--- src/sv/lcs_pkg.sv ---
// ----------------------------------------------------------------------------
// Linear congruence solver package
// Shared constants for the solver and its divider.
// ----------------------------------------------------------------------------
package lcs_pkg;
   localparam int unsigned DEFAULT_WIDTH = 32;
endpackage

--- src/sv/lcs_divider.sv ---
// ----------------------------------------------------------------------------
// Shared divider
// Restoring divider, one quotient bit per cycle.
// ----------------------------------------------------------------------------
module lcs_divider #(
   parameter int unsigned WIDTH = lcs_pkg::DEFAULT_WIDTH
) (
   input  logic             clock,
   input  logic             reset,
   input  logic             go,
   input  logic [WIDTH-1:0] dividend,
   input  logic [WIDTH-1:0] divisor,
   output logic             done,
   output logic [WIDTH-1:0] quotient,
   output logic [WIDTH-1:0] remainder
);
   import lcs_pkg::*;
   localparam int unsigned CW = $clog2(WIDTH + 1);

   logic [WIDTH-1:0] q_ff, q_in, d_ff, d_in;
   logic [WIDTH:0]   r_ff, r_in, trial;
   logic [CW-1:0]    cnt_ff, cnt_in;
   logic             run_ff, run_in, done_ff, done_in;

   assign trial = {r_ff[WIDTH-1:0], q_ff[WIDTH-1]};

   always_comb begin
      q_in = q_ff; d_in = d_ff; r_in = r_ff; cnt_in = cnt_ff;
      run_in = run_ff; done_in = 1'b0;
      if (go) begin
         q_in = dividend; d_in = divisor; r_in = '0;
         cnt_in = CW'(WIDTH); run_in = 1'b1;
      end else if (run_ff) begin
         if (trial >= {1'b0, d_ff}) begin
            r_in = trial - {1'b0, d_ff};
            q_in = {q_ff[WIDTH-2:0], 1'b1};
         end else begin
            r_in = trial;
            q_in = {q_ff[WIDTH-2:0], 1'b0};
         end
         cnt_in = cnt_ff - 1'b1;
         if (cnt_ff == CW'(1)) begin
            run_in = 1'b0; done_in = 1'b1;
         end
      end
   end

   always_ff @(posedge clock) begin
      if (reset) begin
         run_ff <= 1'b0; done_ff <= 1'b0; cnt_ff <= '0;
      end else begin
         run_ff <= run_in; done_ff <= done_in; cnt_ff <= cnt_in;
      end
      q_ff <= q_in; d_ff <= d_in; r_ff <= r_in;
   end

   assign done      = done_ff;
   assign quotient  = q_ff;
   assign remainder = r_ff[WIDTH-1:0];
endmodule

--- src/sv/linear_congruence_solver.sv ---
// ----------------------------------------------------------------------------
// Linear congruence solver
// Solves a*x == b (mod n) with extended Euclid on a shared serial divider.
// ----------------------------------------------------------------------------
// Sequence: a solvable item runs one Euclid pass (up to ~1.5*WIDTH
// divisions on the serial divider), three divisions by gcd, a second
// pass with a WIDTH-step shift-add per step and a final WIDTH-step shift-add
// modular multiply. busy stays high for the whole item.
// Throughput: one item at a time; the next start is taken once busy falls.
// Reset clears the sequencer; the result strobe cannot be stalled.
module linear_congruence_solver #(
   parameter int unsigned WIDTH = lcs_pkg::DEFAULT_WIDTH
) (
   input  logic             clock,
   input  logic             reset,
   input  logic             start,
   output logic             busy,
   input  logic [WIDTH-1:0] req_coefficient,
   input  logic [WIDTH-1:0] req_target,
   input  logic [WIDTH-1:0] req_modulus,
   output logic             rsp_valid,
   output logic             rsp_solvable,
   output logic [WIDTH-1:0] rsp_solution
);
   import lcs_pkg::*;
   localparam int unsigned CW = $clog2(WIDTH + 1);

   typedef enum logic [10:0] {
      S_IDLE = 11'b00000000001, S_GCD  = 11'b00000000010, S_GWAIT = 11'b00000000100,
      S_DIVB = 11'b00000001000, S_DIVN = 11'b00000010000, S_DIVA  = 11'b00000100000,
      S_EUC  = 11'b00001000000, S_EWAIT= 11'b00010000000, S_TUPD  = 11'b00100000000,
      S_MUL  = 11'b01000000000, S_DONE = 11'b10000000000
   } state_type;

   state_type        st_ff, st_in;
   logic [WIDTH-1:0] a_ff, a_in, b_ff, b_in, n_ff, n_in;
   logic [WIDTH-1:0] x_ff, x_in, y_ff, y_in;       // Euclid remainders
   logic [WIDTH-1:0] t0_ff, t0_in, t1_ff, t1_in, q_ff, q_in;
   logic [WIDTH-1:0] acc_ff, acc_in, m_ff, m_in;   // shift-add multiply
   logic [CW-1:0]    k_ff, k_in;
   logic             ok_ff, ok_in, vld_ff, vld_in;
   logic             div_go, div_done;
   logic [WIDTH-1:0] div_a, div_b, div_q, div_r;

   lcs_divider #(.WIDTH(WIDTH)) u_div (
      .clock, .reset, .go(div_go), .dividend(div_a), .divisor(div_b),
      .done(div_done), .quotient(div_q), .remainder(div_r));

   // modular add helper over n_ff (p, r < n)
   function automatic logic [WIDTH-1:0] addm(input logic [WIDTH-1:0] p,
         input logic [WIDTH-1:0] r, input logic [WIDTH-1:0] m);
      logic [WIDTH-1:0] c;
      c = m - r;
      addm = (p >= c) ? p - c : p + r;
   endfunction

   always_comb begin
      st_in = st_ff; a_in = a_ff; b_in = b_ff; n_in = n_ff;
      x_in = x_ff; y_in = y_ff; t0_in = t0_ff; t1_in = t1_ff; q_in = q_ff;
      acc_in = acc_ff; m_in = m_ff; k_in = k_ff; ok_in = ok_ff;
      vld_in = 1'b0; div_go = 1'b0; div_a = x_ff; div_b = y_ff;
      case (st_ff)
         S_IDLE: if (start) begin
            a_in = req_coefficient; b_in = req_target; n_in = req_modulus;
            x_in = req_modulus; y_in = req_coefficient; ok_in = 1'b0;
            st_in = (req_modulus == '0) ? S_DONE : S_GCD;
         end
         S_GCD: begin
            // x holds gcd once y reaches zero
            if (y_ff == '0) begin
               div_go = 1'b1; div_a = b_ff; div_b = x_ff; st_in = S_DIVB;
            end else begin
               div_go = 1'b1; st_in = S_GWAIT;
            end
         end
         S_GWAIT: if (div_done) begin
            x_in = y_ff; y_in = div_r; st_in = S_GCD;
         end
         S_DIVB: if (div_done) begin
            if (div_r != '0) st_in = S_DONE;
            else begin
               b_in = div_q; div_go = 1'b1; div_a = n_ff; div_b = x_ff;
               st_in = S_DIVN;
            end
         end
         S_DIVN: if (div_done) begin
            n_in = div_q; div_go = 1'b1; div_a = a_ff; div_b = x_ff;
            st_in = S_DIVA;
         end
         S_DIVA: if (div_done) begin
            ok_in = 1'b1;
            // a/g mod n/g done implicitly by the Euclid steps
            x_in = n_ff; y_in = div_q; t0_in = '0;
            t1_in = (n_ff == WIDTH'(1)) ? '0 : WIDTH'(1);
            st_in = S_EUC;
         end
         S_EUC: begin
            if (y_ff == '0) begin
               // t0 is inverse; now multiply b*t0 mod n
               acc_in = '0; m_in = t0_ff; k_in = CW'(WIDTH);
               q_in = b_ff; st_in = S_MUL;
            end else begin
               div_go = 1'b1; st_in = S_EWAIT;
            end
         end
         S_EWAIT: if (div_done) begin
            x_in = y_ff; y_in = div_r;
            // q*t1 mod n: q reduced through multiply loop
            q_in = div_q; acc_in = '0; m_in = t1_ff; k_in = CW'(WIDTH);
            st_in = S_TUPD;
         end
         S_TUPD: begin
            // acc = acc*2 + (q msb ? m) mod n, msb first
            acc_in = addm(acc_ff, acc_ff, n_ff);
            if (q_ff[WIDTH-1]) acc_in = addm(acc_in, m_ff, n_ff);
            q_in = {q_ff[WIDTH-2:0], 1'b0};
            k_in = k_ff - 1'b1;
            if (k_ff == CW'(1)) begin
               t0_in = t1_ff;
               t1_in = (t0_ff >= acc_in) ? t0_ff - acc_in : n_ff - (acc_in - t0_ff);
               st_in = S_EUC;
            end
         end
         S_MUL: begin
            // shift-add, msb first; the multiplier needs no reduction
            acc_in = addm(acc_ff, acc_ff, n_ff);
            if (q_ff[WIDTH-1]) acc_in = addm(acc_in, m_ff, n_ff);
            q_in = {q_ff[WIDTH-2:0], 1'b0};
            k_in = k_ff - 1'b1;
            if (k_ff == CW'(1)) st_in = S_DONE;
         end
         S_DONE: begin
            vld_in = 1'b1; st_in = S_IDLE;
         end
         default: st_in = S_IDLE;
      endcase
   end

   always_ff @(posedge clock) begin
      if (reset) begin
         st_ff <= S_IDLE; vld_ff <= 1'b0;
      end else begin
         st_ff <= st_in; vld_ff <= vld_in;
      end
      a_ff <= a_in; b_ff <= b_in; n_ff <= n_in; x_ff <= x_in; y_ff <= y_in;
      t0_ff <= t0_in; t1_ff <= t1_in; ok_ff <= ok_in; m_ff <= m_in;
      q_ff <= q_in; acc_ff <= acc_in; k_ff <= k_in;
   end

   assign busy         = (st_ff != S_IDLE);
   assign rsp_valid    = vld_ff;
   assign rsp_solvable = ok_ff;
   assign rsp_solution = ok_ff ? acc_ff : '0;

   a_one_rsp: assert property (@(posedge clock) disable iff (reset)
      rsp_valid |=> !rsp_valid) else $error("double result");
   a_idle_rsp: assert property (@(posedge clock) disable iff (reset)
      rsp_valid |-> !busy) else $error("result while busy");
   a_range: assert property (@(posedge clock) disable iff (reset)
      rsp_valid && rsp_solvable |-> rsp_solution < n_ff || n_ff == '0)
      else $error("solution out of range");
endmodule
--- config.mk ---
export PLATFORM = sky130hd
export DESIGN_NAME = linear_congruence_solver
export DESIGN_NICKNAME = d
export VERILOG_FILES = /design/src/sv/lcs_pkg.sv /design/src/sv/lcs_divider.sv /design/src/sv/linear_congruence_solver.sv
export SDC_FILE = /design/constraint.sdc
export NUM_CORES = 2
export LEC_CHECK = 0
export BUFFER_PORTS_ARGS = -buffer_cell sky130_fd_sc_hd__buf_2
export CAP_MARGIN = 20
export CORE_MARGIN = 2
export CORE_UTILIZATION = 60
export DETAILED_ROUTE_END_ITERATION = 7
export GPL_ROUTABILITY_DRIVEN = 0
export GPL_TIMING_DRIVEN = 0
export PLACE_DENSITY = 0.78
export RECOVER_POWER = 100
export SETUP_SLACK_MARGIN = 0.05
export SLEW_MARGIN = 0
export SYNTH_ARGS = -nofsm -noshare
export SYNTH_HDL_FRONTEND = slang
export SYNTH_SLANG_ARGS = --single-unit
--- constraint.sdc ---
create_clock -name clock -period 33.2 [get_ports clock]
set_input_delay 6.64 -clock clock [delete_from_list [all_inputs] [get_ports clock]]
set_output_delay 6.64 -clock clock [all_outputs]
set_load 0.02 [all_outputs]
==> impl_metrics.env <==
export IMPL_rsz0062_at_grt="false"
export IMPL_setup_violations=0
export IMPL_cts_root_buf="clkbuf_16"
export IMPL_final_hold_viol_count=0
export IMPL_synth_fa_ha_area_frac=0.1164
export IMPL_max_clock_freq_ghz=0.05204
export IMPL_fin_util=0.6638
export IMPL_yosys_area_share_simple=0.1905
export IMPL_synth_main_ff_cell="edfxtp_1"
export IMPL_dieArea_sq_mm=0.05760
export IMPL_drt_wl_total_um=106200
export IMPL_cts_tree="built"
export IMPL_final_max_slew_violation_count=215
export IMPL_final_cell_area_sq_mm=0.03657
export IMPL_via_per_inst=6.351
export IMPL_synth_nets=4121
export IMPL_muxShareOfSynthArea=0.02100
export IMPL_netlist_instances=3733
export IMPL_syn_area_per_cell_sq_um=8.953
export IMPL_grt_pass1_vias=28537
export IMPL_mostFrequentLayoutCell="nand2_1"
export IMPL_start_util=0.6066
export IMPL_cts_htree_levels=2
export IMPL_synth_xor_area_frac=0.05788
export IMPL_worstSetupPathType="register to register"
export IMPL_clk_pin_slew_ns=0.07
export IMPL_overflow=0
export IMPL_gr_usage_all_layers=0.3666
export IMPL_synth_cell_types=93
export IMPL_cpPeakStageDelay_ns=1.81
export IMPL_remaining_drc_errors=4
export IMPL_ios=134
export IMPL_min_path_cells=2
export IMPL_startpoint_type="register"
export IMPL_postRouteAntennaNets=0
export IMPL_drive_gt1_frac=0.05019
export IMPL_post_route_min_period_ns=19.22
export IMPL_vias=29946
export IMPL_required_ns=33.55
export IMPL_ys_warn_count=0
export IMPL_synth_top_family_by_area="compound AO/OA/AOI/OAI gates"
export IMPL_violations="DRC, capacitance limit, slew limit"
export IMPL_die_width_um=240.0
export IMPL_ctsHoldBuffers=0
export IMPL_port_buffers=132
export IMPL_grt_max_degree=33
export IMPL_cts_setup_buffers=0
export IMPL_worst_pin_slew_ns=2.339
export IMPL_synth_edf_count=391
export IMPL_areaGrowthSynthToFinish_pct=9.419
export IMPL_numCtsBuffers=47
export IMPL_die_y_um=240.0
export IMPL_firstDrtPassIters=8
export IMPL_r2r_cells=61
export IMPL_arrival_ns=19.56
export IMPL_fin_setup_tns_ns=0
export IMPL_routedWlPerCell_um=22.52
export IMPL_cts_sinks=443
export IMPL_clk_insertion_delay_late_ns=0.62
export IMPL_grt_pass1_wl_um=160300
export IMPL_synth_seq_area_share=0.3825
export IMPL_synth_compound_area_frac=0.1908
export IMPL_placed_cell_area_sq_mm=0.03533
export IMPL_yosys_register_bits=443
export IMPL_fp_coreArea_sq_mm=0.05509
export IMPL_outcome="finished, violations left"
export IMPL_final_nets=4314
export IMPL_cts_resized=0
export IMPL_endpoint_kind="register"
export IMPL_worst_path_max_delay_cell="a2111oi_0"
export IMPL_syn_area_sq_mm=0.03342
export IMPL_layout_common_cells="nand2_1, edfxtp_1, nor2_1"
export IMPL_std_cell_rows=86
export IMPL_drtIter0Drc=3394
export IMPL_slew_headroom=-0.5760
export IMPL_post_dp_hpwl_um=83770
export IMPL_clock_skew_ns=0.02211
export IMPL_drv_cap=10
export IMPL_cts_buffer_depth=3
export IMPL_hold_class="register to register"
export IMPL_path_common_cell="a21oi_1"
export IMPL_async_reset_ff_frac=0
export IMPL_crit_fanout=10
export IMPL_fin_crit_sh=0.5788
export IMPL_antenna_found_initial=2
## logic make-up (layout without fill, tap and decap cells)
group / after synthesis / count (layout)
other cells: 0 / 2
flops: 443 / 443
buf+inv: 360 / 592
simple gates: 1419 / 1419
xor+xnor: 220 / 220
compound gates: 933 / 933
mux: 66 / 66
fa+ha+maj: 292 / 292
## sequential cells by signal, summed over array words and instances, names as in the netlist
| register | cells |
|---|---|
| q_ff | 32 |
| st_ff | 11 |
| b_ff | 32 |
| t1_ff | 32 |
| y_ff | 32 |
| rsp_solvable | 1 |
| rsp_valid | 1 |
| u_div.d_ff | 32 |
| u_div.quotient | 32 |
| acc_ff | 32 |
| u_div.done | 1 |
| u_div.r_ff | 32 |
| k_ff | 6 |
| u_div.run_ff | 1 |
| t0_ff | 32 |
| a_ff | 32 |
| x_ff | 32 |
| m_ff | 32 |
| n_ff | 32 |
| u_div.cnt_ff | 6 |
## stage by stage
stage	hold slack [ns]	worst slack, ns	std cells
global route	0.5493	13.18	4714
detailed placement	0.4886	16.31	4625
global placement	0.4868	16.47	4613
floorplan	0.4643	20.75	3733
finish	0.5007	13.98	4715
CTS	0.4988	16.23	4713
## synth_stat cells (52+ instances only)
cell	instances	share of area
o21ai_0	192	0.029
edfxtp_1	391	0.35
xor2_1	90	0.024
nor2_1	295	0.033
nor3_1	66	0.0099
a22oi_1	97	0.022
ha_1	257	0.096
dfxtp_1	52	0.031
inv_1	214	0.024
a21o_1	78	0.018
and2_1	76	0.014
nand3_1	59	0.0088
xnor2_1	129	0.034
a21oi_1	201	0.030
clkbuf_1	130	0.015
nand2_1	675	0.076
## per-layer routing
metal | routed length, um | GRT usage | vias up
li1 | - | - | 13963
met1 | 40040 | 0.4595 | 13910
met2 | 48220 | 0.5999 | 1699
met3 | 10270 | 0.05086 | 372
met4 | 7666 | 0.2296 | 2
met5 | 7 | 0 | -
## area by class of cell
cell class / count / area, sq um
diodes: 2 / 5.005
clock inverters: 31 / 392.9
well taps: 748 / 935.9
repair buffers: 144 / 603.1
multi-input cells: 2930 / 19220
clock buffers: 57 / 1266
inverters: 215 / 807.0
flip-flops and latches: 443 / 12780
fillers: 4529 / 18520
plain buffers: 145 / 554.3
## path summary, 6_finish.rpt
path,start,to,slack [ns]
setup / recovery,n_ff[1],t1_ff[31],13.98
hold / removal,u_div.cnt_ff[1],u_div.cnt_ff[1],0.50
setup reg to reg,n_ff[1],t1_ff[31],13.98
hold reg to reg,u_div.cnt_ff[1],u_div.cnt_ff[1],0.50
## critical path: cells and delay by family (launching register included)
| family | cells | cell delay, ns |
|---|---|---|
| and+or+nand+nor | 7 | 1.15 |
| xor gates and xnor gates | 3 | 0.52 |
| buffers and inverters | 6 | 2.32 |
| AOI/OAI and AO/OA | 40 | 12.46 |
| adders and majority gates | 5 | 1.49 |
| DFF | 1 | 0.90 |
Power is left out: the tool's default activity adds up to more than one toggle a clock period on the data nets, which glitch-free logic cannot reach.
